**src/rtl/lcdw_pkg.sv**
```systemverilog
// ----------------------------------------------------------------------------
// lcdw_pkg
// Shared types and constants for the character LCD text writer.
// ----------------------------------------------------------------------------
`default_nettype none

package lcdw_pkg;

  localparam int COL_W = 6;
  localparam int LINE_W = 3;

  localparam int COLUMNS_DEFAULT = 16;
  localparam int LINES_DEFAULT = 2;

  localparam int ADDR_W = 3;
  localparam int DATA_W = 32;

  localparam logic [7:0] HOME_CMD_RESET = 8'h02;

  // control codes
  localparam logic [7:0] CH_NUL = 8'h00;
  localparam logic [7:0] CH_BS  = 8'h08;
  localparam logic [7:0] CH_LF  = 8'h0A;
  localparam logic [7:0] CH_VT  = 8'h0B;
  localparam logic [7:0] CH_FF  = 8'h0C;
  localparam logic [7:0] CH_CR  = 8'h0D;
  localparam logic [7:0] CH_SPACE = 8'h20;

  localparam logic [7:0] CMD_SET_ADDR = 8'h80;
  localparam logic [7:0] LINE_STRIDE = 8'h40;
  localparam logic [7:0] NIBBLE_MASK = 8'h0F;

  // register select codes
  localparam logic RS_CMD  = 1'b0;
  localparam logic RS_DATA = 1'b1;

  // register indexes
  localparam logic REG_HOME_CMD = 1'b0;

  // one byte transfer on the LCD bus
  typedef struct packed {
    logic       rs;
    logic [7:0] data;
  } xfer_t;

endpackage

`default_nettype wire

```
**src/rtl/lcdw_stream_if.sv**
```systemverilog
// ----------------------------------------------------------------------------
// lcdw_in_if / lcdw_out_if
// Valid/ready channels for text bytes in and nibble transfers out.
// ----------------------------------------------------------------------------
`default_nettype none

interface lcdw_in_if;
  logic       valid;
  logic       ready;
  logic [7:0] text_byte;

  modport source (output valid, output text_byte, input ready);
  modport sink (input valid, input text_byte, output ready);
endinterface

interface lcdw_out_if;
  logic       valid;
  logic       ready;
  logic       register_select;
  logic [3:0] bus_nibble;
  logic       last_nibble;

  modport source (output valid, output register_select, output bus_nibble,
                  output last_nibble, input ready);
  modport sink (input valid, input register_select, input bus_nibble,
                input last_nibble, output ready);
endinterface

`default_nettype wire

```
**src/rtl/char_lcd_text_writer.sv**
```systemverilog
// ----------------------------------------------------------------------------
// char_lcd_text_writer
// Turns text bytes into 4-bit LCD bus transfers and tracks the cursor.
// ----------------------------------------------------------------------------
// The first nibble of a byte is offered once the byte reaches the output register.
// Each byte gives two nibble words on the output bus. A new byte can be taken
//   while the pending buffer is empty; NUL bytes are taken every cycle while it is free.
// A one-entry pending buffer in front of the nibble output register keeps
//   ready independent of the output side.
// Reset (synchronous, rst high): cursor at column 1, line 1, home command 0x02,
//   output and pending buffer empty.
`default_nettype none

module char_lcd_text_writer #(
  parameter int COLUMNS = lcdw_pkg::COLUMNS_DEFAULT,
  parameter int LINES = lcdw_pkg::LINES_DEFAULT
) (
  input  wire                           clk,
  input  wire                           rst,
  lcdw_in_if.sink                       in_ch,
  lcdw_out_if.source                    out_ch,
  input  wire                           psel,
  input  wire                           penable,
  input  wire                           pwrite,
  input  wire [lcdw_pkg::ADDR_W-1:0]    paddr,
  input  wire [lcdw_pkg::DATA_W-1:0]    pwdata,
  output logic [lcdw_pkg::DATA_W-1:0]   prdata,
  output logic                          pready
);
  import lcdw_pkg::*;

  localparam logic [COL_W-1:0] COL_MAX = COL_W'(COLUMNS);
  localparam logic [LINE_W-1:0] LINE_MAX = LINE_W'(LINES);
  localparam logic [COL_W-1:0] COL_ONE = COL_W'(1);
  localparam logic [LINE_W-1:0] LINE_ONE = LINE_W'(1);

  function automatic logic [COL_W-1:0] col_inc(input logic [COL_W-1:0] c);
    logic [COL_W-1:0] t;
    t = c + COL_ONE;
    if (t > COL_MAX || t == '0) begin
      t = COL_ONE;
    end
    return t;
  endfunction

  function automatic logic [COL_W-1:0] col_dec(input logic [COL_W-1:0] c);
    logic [COL_W-1:0] t;
    if (c <= COL_ONE || c > COL_MAX) begin
      t = COL_MAX;
    end else begin
      t = c - COL_ONE;
    end
    return t;
  endfunction

  function automatic logic [LINE_W-1:0] line_inc(input logic [LINE_W-1:0] l);
    logic [LINE_W-1:0] t;
    t = l + LINE_ONE;
    if (t > LINE_MAX || t == '0) begin
      t = LINE_ONE;
    end
    return t;
  endfunction

  // set-address command with the column at 1
  function automatic logic [7:0] addr_cmd(input logic [LINE_W-1:0] l);
    logic [LINE_W-1:0] lm1;
    lm1 = l - LINE_ONE;
    return CMD_SET_ADDR | {lm1[1:0], 6'd0};
  endfunction

  // ---------------- configuration ----------------
  logic [7:0] home_cmd;
  logic       cfg_wr;

  assign pready = 1'b1;
  assign cfg_wr = psel && penable && pwrite && pready && (paddr[2] == REG_HOME_CMD);

  always_comb begin
    prdata = '0;
    if (paddr[2] == REG_HOME_CMD) begin
      prdata = {{(DATA_W-8){1'b0}}, home_cmd};
    end
  end

  // ---------------- cursor and byte decode ----------------
  logic [COL_W-1:0]  cursor_column, cursor_column_next;
  logic [LINE_W-1:0] cursor_line, cursor_line_next;
  logic              emits;
  xfer_t             new_xfer;
  logic [LINE_W-1:0] lf_line;
  logic              in_acc;

  assign in_acc = in_ch.valid && in_ch.ready;
  assign lf_line = line_inc(cursor_line);

  always_comb begin
    cursor_column_next = cursor_column;
    cursor_line_next = cursor_line;
    emits = 1'b1;
    new_xfer.rs = RS_DATA;
    new_xfer.data = in_ch.text_byte;
    unique case (in_ch.text_byte)
      CH_NUL: begin
        emits = 1'b0;
      end
      CH_CR: begin
        cursor_column_next = COL_ONE;
        new_xfer.rs = RS_CMD;
        new_xfer.data = addr_cmd(cursor_line);
      end
      CH_LF: begin
        cursor_line_next = lf_line;
        cursor_column_next = COL_ONE;
        new_xfer.rs = RS_CMD;
        new_xfer.data = addr_cmd(lf_line);
      end
      CH_VT, CH_FF: begin
        cursor_column_next = COL_ONE;
        cursor_line_next = LINE_ONE;
        new_xfer.rs = RS_CMD;
        new_xfer.data = home_cmd;
      end
      CH_BS: begin
        new_xfer.data = CH_SPACE;
        cursor_column_next = col_dec(col_inc(col_dec(cursor_column)));
      end
      default: begin
        cursor_column_next = col_inc(cursor_column);
      end
    endcase
  end

  // ---------------- pending buffer and nibble output ----------------
  logic  busy, busy_next;
  logic  phase, phase_next;
  logic  pend_v, pend_v_next;
  xfer_t cur, cur_next;
  xfer_t pend, pend_next;
  logic  produce;
  logic  stage_free;

  assign in_ch.ready = !pend_v;
  assign produce = in_acc && emits;
  assign stage_free = !busy || (phase && out_ch.ready);

  assign out_ch.valid = busy;
  assign out_ch.register_select = cur.rs;
  assign out_ch.last_nibble = phase;
  assign out_ch.bus_nibble = phase ? cur.data[3:0] : cur.data[7:4];

  always_comb begin
    busy_next = busy;
    phase_next = phase;
    pend_v_next = pend_v;
    cur_next = cur;
    pend_next = pend;
    if (busy && out_ch.ready) begin
      phase_next = !phase;
    end
    if (stage_free) begin
      if (pend_v) begin
        cur_next = pend;
        busy_next = 1'b1;
        phase_next = 1'b0;
        pend_v_next = 1'b0;
      end else if (produce) begin
        cur_next = new_xfer;
        busy_next = 1'b1;
        phase_next = 1'b0;
      end else begin
        busy_next = 1'b0;
        phase_next = 1'b0;
      end
    end else if (produce) begin
      pend_next = new_xfer;
      pend_v_next = 1'b1;
    end
  end

  always_ff @(posedge clk) begin
    if (rst) begin
      busy <= 1'b0;
      phase <= 1'b0;
      pend_v <= 1'b0;
      cursor_column <= COL_ONE;
      cursor_line <= LINE_ONE;
      home_cmd <= HOME_CMD_RESET;
    end else begin
      busy <= busy_next;
      phase <= phase_next;
      pend_v <= pend_v_next;
      if (in_acc) begin
        cursor_column <= cursor_column_next;
        cursor_line <= cursor_line_next;
      end
      if (cfg_wr) begin
        home_cmd <= pwdata[7:0];
      end
    end
  end

  always_ff @(posedge clk) begin
    cur <= cur_next;
    pend <= pend_next;
  end

  // ---------------- assertions ----------------
  a_low_follows_high: assert property (@(posedge clk) disable iff (rst)
    out_ch.valid && out_ch.ready && !out_ch.last_nibble
      |=> out_ch.valid && out_ch.last_nibble)
    else $error("low nibble did not follow high nibble");

  a_col_range: assert property (@(posedge clk) disable iff (rst)
    cursor_column >= COL_ONE && cursor_column <= COL_MAX)
    else $error("cursor column out of range");

  a_line_range: assert property (@(posedge clk) disable iff (rst)
    cursor_line >= LINE_ONE && cursor_line <= LINE_MAX)
    else $error("cursor line out of range");

  a_pend_implies_busy: assert property (@(posedge clk) disable iff (rst)
    pend_v |-> busy)
    else $error("pending word held while output idle");

endmodule

`default_nettype wire

```
**src/flat_wrapper.sv**
```systemverilog
// flat-port wrapper written by rule: the top's interface ports become plain ports
module char_lcd_text_writer_flat import lcdw_pkg::*;
#(
  parameter int COLUMNS = lcdw_pkg::COLUMNS_DEFAULT,
  parameter int LINES = lcdw_pkg::LINES_DEFAULT
)
  (clk, rst, psel, penable, pwrite, paddr, pwdata, prdata, pready, in_ch_valid, in_ch_text_byte, in_ch_ready, out_ch_valid, out_ch_register_select, out_ch_bus_nibble, out_ch_last_nibble, out_ch_ready);
  lcdw_in_if in_ch_i ();
  lcdw_out_if out_ch_i ();
  input  wire clk;
  input  wire rst;
  input  wire psel;
  input  wire penable;
  input  wire pwrite;
  input  wire [lcdw_pkg::ADDR_W-1:0] paddr;
  input  wire [lcdw_pkg::DATA_W-1:0] pwdata;
  output logic [lcdw_pkg::DATA_W-1:0] prdata;
  output logic pready;
  input wire logic [$bits(in_ch_i.valid)-1:0] in_ch_valid;
  input wire logic [$bits(in_ch_i.text_byte)-1:0] in_ch_text_byte;
  output wire logic [$bits(in_ch_i.ready)-1:0] in_ch_ready;
  output wire logic [$bits(out_ch_i.valid)-1:0] out_ch_valid;
  output wire logic [$bits(out_ch_i.register_select)-1:0] out_ch_register_select;
  output wire logic [$bits(out_ch_i.bus_nibble)-1:0] out_ch_bus_nibble;
  output wire logic [$bits(out_ch_i.last_nibble)-1:0] out_ch_last_nibble;
  input wire logic [$bits(out_ch_i.ready)-1:0] out_ch_ready;
  assign in_ch_i.valid = in_ch_valid;
  assign in_ch_i.text_byte = in_ch_text_byte;
  assign in_ch_ready = in_ch_i.ready;
  assign out_ch_valid = out_ch_i.valid;
  assign out_ch_register_select = out_ch_i.register_select;
  assign out_ch_bus_nibble = out_ch_i.bus_nibble;
  assign out_ch_last_nibble = out_ch_i.last_nibble;
  assign out_ch_i.ready = out_ch_ready;
  char_lcd_text_writer #(.COLUMNS(COLUMNS), .LINES(LINES)) u_core (.clk(clk), .rst(rst), .in_ch(in_ch_i), .out_ch(out_ch_i), .psel(psel), .penable(penable), .pwrite(pwrite), .paddr(paddr), .pwdata(pwdata), .prdata(prdata), .pready(pready));
endmodule
```
**config.mk**
```make
export PLATFORM = sky130hd
export DESIGN_NAME = char_lcd_text_writer_flat
export DESIGN_NICKNAME = d
export VERILOG_FILES = /design/src/rtl/lcdw_pkg.sv /design/src/rtl/lcdw_stream_if.sv /design/src/rtl/char_lcd_text_writer.sv /design/src/flat_wrapper.sv
export SDC_FILE = /design/constraint.sdc
export NUM_CORES = 1
export LEC_CHECK = 0
export ABC_AREA = 1
export BUFFER_PORTS_ARGS = -buffer_cell sky130_fd_sc_hd__buf_4
export CORE_MARGIN = 2
export CORE_UTILIZATION = 30
export CTS_BUF_LIST = sky130_fd_sc_hd__clkbuf_16
export DETAILED_ROUTE_END_ITERATION = 10
export HOLD_SLACK_MARGIN = 0.02
export PLACE_DENSITY = 0.56
export SYNTH_ARGS = -nofsm -noshare
export SYNTH_HDL_FRONTEND = slang
export SYNTH_SLANG_ARGS = --single-unit
```
**constraint.sdc**
```tcl
create_clock -name clk -period 3 [get_ports clk]
set_clock_uncertainty 0.15 [all_clocks]
set_input_delay 0.3 -clock clk [delete_from_list [all_inputs] [get_ports clk]]
set_output_delay 0.3 -clock clk [all_outputs]
set_load 0.01 [all_outputs]
```
==> qor.csv, run 1 <==
metric;value;unit
first_pass_iters;4;
hold_viol_final;0;
worstHoldStart;rst;
cp_common_cell;inv_1;
drive_above_1_share;19.93;%
cp-end-kind;register;
critPathRequiredTime;2.75;ns
core_area;5886;µm²
drv_slew;0;
combPwrFrac;13.2;%
dp_hpwl;2793;µm
drcViolationCount;0;
die_area;6721;µm²
via_per_inst;4.108;
start_util;30.99;%
cp_slowest_cell;nor2_1;
r2r-start;u_core.pend_v$_SDFFE_PP0P_;
p_leak;0.001086;µW
r2r_setup_slack;0.75;ns
placed_area;2079;µm²
cts-htree-levels;2;
switching_share;24.29;%
grt_first_pass_wirelength;5920;µm
grt.total_usage;11.61;%
grt_busiest_layer;met2;
drv_cap;0;
internal_power;854.5;µW
grt_max_degree;17;
clk_latency;0.28;ns
fill_cells;633;
cts_setup_buffers;0;
reg2reg_depth;7;
clkPwrFrac;41.8;%
synth_compound_area_share;8.916;%
synth-adder-area-share;2.058;%
dr_total_vias;1442;
yosys.area_share.simple;24.69;%
criticalPathCategory;reg2reg;
cts_tree;built;
fp.dieW;81.98;µm
critPathLaunchType;register;
crit_chain;inv_1 -> nand2_1 -> inv_1 -> o21ai_0 -> nand2_1 -> inv_1 -> nor2_1;
synthCells;236;
grt_overflow;0;
yosysSeqAreaShare;44.99;%
cts-resized-gates;0;
place.gp.congestion;0.8379;
root_buffer;clkbuf_16;
nets;328;
port_buffers;39;
wl_per_cell;9.943;µm
ys_warn_count;0;
ant_nets;0;
clock-sinks;32;
met3_usage;4.725;%
timing.fmax;0.4437;GHz
avgSynthCellArea;7.730;µm²
syn-cell-area;1824;µm²
p_sw;274.1;µW
worst_slew_pin_slew;0.6931;ns
arrival;2.01;ns
area_delta_synth_final;21.47;%
antenna_found_initial;0;
hold_buffers;0;
power.density;509.3;nW/µm²
min_path_type;in2reg;
grt_pass1_vias;1317;
min_period;2.254;ns
status;completed;
ir_drop;0.2102;mV
drt_wl_total;3490;µm
grtUsageMet2;17.40;%
synth_cell_types;26;
io_pins;91;
rsz0062_at_grt;no;
ys_seq_elements;32;
met1_usage;14.48;%
seqPwrFrac;45.0;%
die_y;81.98;µm
synthXorXnorAreaFrac;0;%
fp-row-count;28;
synth.mux.area_fraction;0;%
critPathLaunch;u_core.pend_v$_SDFFE_PP0P_;
cts_buffers;5;
path_max_fanout;11;
r2r-end;u_core.cur[3]$_DFFE_PP_;
drt-initial-drc-count;41;
fin_area;2216;µm²
slowest_delay;0.52;ns
min_path_cells;2;
setup_viol;0;
fin_tns_setup;0;ns
clk_pin_slew_worst_paths;0.05;ns
max_slew_margin;53.63;%
diodes;0;
fin_crit_sh;75.12;%
cts_buffer_depth;2;
synth_top_family_by_area;simple AND/OR/NAND/NOR gates;
hold_end;u_core.cursor_line[2]$_SDFFE_PP0P_;
-- how the worst max path moves through the flow --
stage	slack, ns	cells past startpoint	endpoint
3_3_place_gp	0.72	7	u_core.out_ch.register_select$_DFFE_PP_
2_1_floorplan	1.22	4	u_core.cur[0]$_DFFE_PP_
6_report	0.75	7	u_core.cur[3]$_DFFE_PP_
5_1_grt	0.51	7	u_core.cur[1]$_DFFE_PP_
3_5_place_dp	0.68	7	u_core.out_ch.register_select$_DFFE_PP_
4_1_cts	0.68	7	u_core.cur[1]$_DFFE_PP_
-- placed cells by master, fill, tap and decap left out --
cell type and count:
clkinv_1 2, nand2_1 68, nor2_4 1, o211ai_1 1, o21ai_0 12, o21ai_2 1, dfxtp_1 14, nand4_1 5
inv_2 2, ha_1 3, nor3_1 1, nand2_2 3, a21oi_1 9, nor2_1 24, o22ai_2 1, conb_1 25
inv_1 33, clkbuf_16 5, buf_4 39, a21oi_4 1, nor2_2 1, nand3_1 5, o211ai_2 1, nand3b_1 1
edfxtp_1 18
-- area by class of cell --
class                      count  area (µm²)  share of cell area, %
timing repair buffer          39       292.8                  13.21
clock inverter                 3       11.26                 0.5082
inverter                      34       127.6                  5.759
multi-input combinational    163       744.5                  33.60
tap                           75       93.84                  4.235
clock buffer                   5       125.1                  5.647
sequential                    32       820.8                  37.04
-- stage by stage --
step | hold WS, ns | setup WS (ns) | utilization [%] | power, µW | std cells
2_1_floorplan | 0.2268 | 1.217 | - | 626.7 | 259
3_3_place_gp | 0.2985 | 0.7234 | 35.33 | 664.7 | 343
3_5_place_dp | 0.3187 | 0.6796 | 35.33 | 667.0 | 343
4_1_cts | 0.06546 | 0.6799 | 37.65 | 1140 | 351
5_1_grt | 0.08405 | 0.5059 | 37.65 | 1187 | 351
6_report | 0.07066 | 0.7463 | 37.65 | 1129 | 351
-- state kept, by name (all words and copies together), names as in the netlist --
register / cells
u_core.home_cmd: 8
u_core.out_ch.last_nibble: 1
u_core.cur: 8
u_core.pend_v: 1
u_core.out_ch.valid: 1
u_core.cursor_line: 3
u_core.out_ch.register_select: 1
u_core.pend: 9
-- routing by layer --
layer	part of all wire, %	up-vias
met3	10	8
met4	1.9	0
met1	45	610
met5	0	-
li1	-	768
met2	43	56
-- cell families after synthesis --
group	after synthesis
other	2
AO/OA/AOI/OAI	26
buffers and inverters	64
flip-flops	32
adder cells (fa/ha/maj)	3
AND/OR/NAND/NOR	109
-- critical path: cells and delay by family (launching register included) --
| family | cells | cell delay [ns] |
|---|---|---|
| compound gates | 1 | 0.11 |
| buf+inv | 3 | 0.45 |
| flops | 1 | 0.40 |
| simple gates | 3 | 0.76 |
-- cells in the mapped netlist --
cell type,instances,area [µm²]
o21ai_0,12,60.06
a21oi_4,1,16.27
nor2_4,1,11.26
o211ai_2,1,12.51
buf_4,25,187.7
nand4_1,5,31.28
ha_1,3,37.54
o22ai_2,1,12.51
edfxtp_1,18,540.5
nand3_1,5,25.02
inv_2,2,7.510
o21ai_2,1,8.760
conb_1,2,7.510
inv_1,32,120.1
dfxtp_1,14,280.3
nand2_2,3,18.77
nand3b_1,1,7.510
nor2_2,1,6.260
nor2_1,24,90.09
nor3_1,1,5.000
a21oi_1,9,45.04
buf_6,1,11.26
nand2_1,68,255.2
o211ai_1,1,7.510
buf_2,3,15.01
clkbuf_1,1,3.750
-- power by group through the flow --
stage	clock (µW)	combinational, µW	sequential (µW)
6_report	472	149	508
2_1_floorplan	0	112	515
3_5_place_dp	0	150	517
3_3_place_gp	0	148	517
5_1_grt	504	172	511
4_1_cts	481	150	509
(Power assumes the default switching activity.)
==> run 2: changes to the inputs <==
==> constraint.sdc (replaced) <==
create_clock -name clk -period 2.08 [get_ports clk]
set_clock_uncertainty 0.15 [all_clocks]
set_input_delay 0.208 -clock clk [delete_from_list [all_inputs] [get_ports clk]]
set_output_delay 0.208 -clock clk [all_outputs]
set_load 0.01 [all_outputs]
==> run 2 against run 1 <==
Non-clock buffer count increased by 6. Combinational power up 54%. Die area unchanged. Sequential share of layout area shrank 1.2 points. Worst setup slack got worse by 0.48 ns. Total power increased by 57%. Sequential power rose by 43%. Global-route usage down 0.38 points. Count of clock-buffer cells in the layout stayed put. Flip-flop and latch count stayed put. Design area rose by 3.4%. Utilization rose by 1.3 points. Largest power group is now clock.
==> qor.csv, run 2 (synthesis gave the netlist of run 1 again) <==
metric;value;unit;change
status;completed;;
cts_tree;built;;
fin_crit_sh;87.17;%;+12 points
cts_buffers;5;;unchanged
criticalPathCategory;reg2reg;;
timing.fmax;0.5515;GHz;+24%
drcViolationCount;0;;unchanged
place.gp.congestion;0.8193;;-2.2%
port_buffers;39;;unchanged
grt_pass1_vias;1267;;-3.8%
rsz0062_at_grt;no;;
clk_pin_slew_worst_paths;0.05;ns;about the same
worst_slew_pin_slew;0.6860;ns;-0.007044 ns
nets;334;;+1.8%
hold_viol_final;0;;unchanged
cp_slowest_cell;nor2_1;;
cts_buffer_depth;2;;unchanged
core_area;5886;µm²;unchanged
path_max_fanout;9;;-2
cts-resized-gates;0;;unchanged
final_common_cell;nand2_1;;
area_delta_synth_final;25.58;%;
antenna_found_initial;0;;unchanged
drv_cap;0;;unchanged
final_cell_mix;68 x nand2_1, 44 x buf_4, 33 x inv_1;;
largest-register;u_core.pend;;
drv_slew;0;;unchanged
root_buffer;clkbuf_16;;
fin_tns_setup;0;ns;unchanged
largest_reg_flops;9;;unchanged
dr_total_vias;1418;;-1.7%
wl_per_cell;9.748;µm;-2.0%
clk_latency;0.28;ns;about the same
clock-sinks;32;;unchanged
cp-end-kind;register;;
drive_above_1_share;21.99;%;+2.1 points
dp_hpwl;2788;µm;-0.20%
io_pins;91;;unchanged
ir_drop;0.2940;mV;+40%
slowest_delay;0.52;ns;about the same
reg.largest.list;u_core.pend x9, u_core.cur x8, u_core.home_cmd x8;;
fp.dieW;81.98;µm;unchanged
grt_max_degree;17;;unchanged
crit_chain;inv_1 -> nand2_1 -> inv_1 -> o21ai_0 -> nand2_1 -> inv_1 -> nor2_1;;
min_period;1.813;ns;-0.4406 ns
p_leak;0.001129;µW;+4.0%
diodes;0;;unchanged
ant_nets;0;;unchanged
drt_wl_total;3480;µm;-0.29%
power.density;773.5;nW/µm²;+52%
min_path_type;in2reg;;
critPathLaunch;u_core.pend_v$_SDFFE_PP0P_;;
crit_family;simple AND/OR/NAND/NOR gates;;
die_y;81.98;µm;unchanged
first_pass_iters;4;;unchanged
grt_overflow;0;;unchanged
drt-initial-drc-count;56;;+37%
cp_common_cell;inv_1;;
power.total;1772;µW;+57%
grt.total_usage;11.23;%;-0.38 points
arrival;1.57;ns;-0.44 ns
start_util;30.99;%;unchanged
die_area;6721;µm²;unchanged
grt_first_pass_wirelength;5768;µm;-2.6%
cts_setup_buffers;0;;unchanged
cts-htree-levels;2;;unchanged
setup_viol;0;;unchanged
via_per_inst;3.972;;-3.3%
path_buf_inv;3;;unchanged
critPathRequiredTime;1.84;ns;-0.91 ns
critPathLaunchType;register;;
whs;0.04888;ns;-0.02178 ns
max_slew_margin;54.10;%;+0.47 points
worstHoldStart;out_ch_ready;;
r2r-start;u_core.pend_v$_SDFFE_PP0P_;;
fp-row-count;28;;unchanged
-- run 2: cell types whose count changed in the layout (fill, tap and decap cells not counted), sizes merged --
| cell | before | now |
|---|---|---|
| buf | 39 | 44 |
| clkinv | 2 | 1 |
| bufinv | 0 | 1 |
| dlygate4sd3 | 0 | 1 |
-- run 2: final timing paths --
check                                             to  slack [ns]  cells past startpoint
max reg2reg  u_core.out_ch.register_select$_DFFE_PP_        0.27                      7
min reg2reg       u_core.cursor_line[2]$_SDFFE_PP0P_        0.32                      2
max          u_core.out_ch.register_select$_DFFE_PP_        0.27                      7
min           u_core.out_ch.last_nibble$_SDFFE_PP0P_        0.05                      3
-- run 2: metal layers --
metal	GRT usage, %	vias up	share of wire (%)
li1	-	778	-
met2	16.99	59	42
met4	4.500	0	1.8
met3	4.505	7	9.2
met5	0	-	0
met1	14.25	574	47
-- run 2: what timing repair did --
item                                   in CTS  in global routing
setup endpoints to repair                   0                  0
endpoints found under the hold margin       2                  0
hold buffers                                1                  0
-- run 2: stage by stage --
step                      worst slack [ns]  util [%]  instances  area (µm²)
after floorplan                     0.2968         -        259        1911
after global placement              0.2333     35.97        348        2117
after detailed placement            0.2163     35.97        348        2117
after CTS                           0.2346     38.92        357        2291
after global routing                0.1640     38.92        357        2291
final                               0.2669     38.92        357        2291
-- run 2: final cells by class --
type,instances,area [µm²]
repair buffers,45,340.3
fillers,622,3595
multi-input cells,163,744.5
flip-flops and latches,32,820.8
inverters,34,127.6
clock buffers,5,125.1
clock inverters,3,38.79
well taps,75,93.84
-- run 2: worst reg2reg max path, stage by stage, from the launching register on --
cell,delay [ns]
dfxtp_1,0.31
inv_1,0.09
nand2_1,0.07
inv_1,0.06
o21ai_0,0.11
nand2_1,0.08
inv_1,0.05
nor2_1,0.53
-- run 2: power by group --
group | switching [µW] | internal [µW]
Sequential | 10.7 | 718
Clock | 257 | 557
Combinational | 135 | 94.4
Total | 403 | 1370
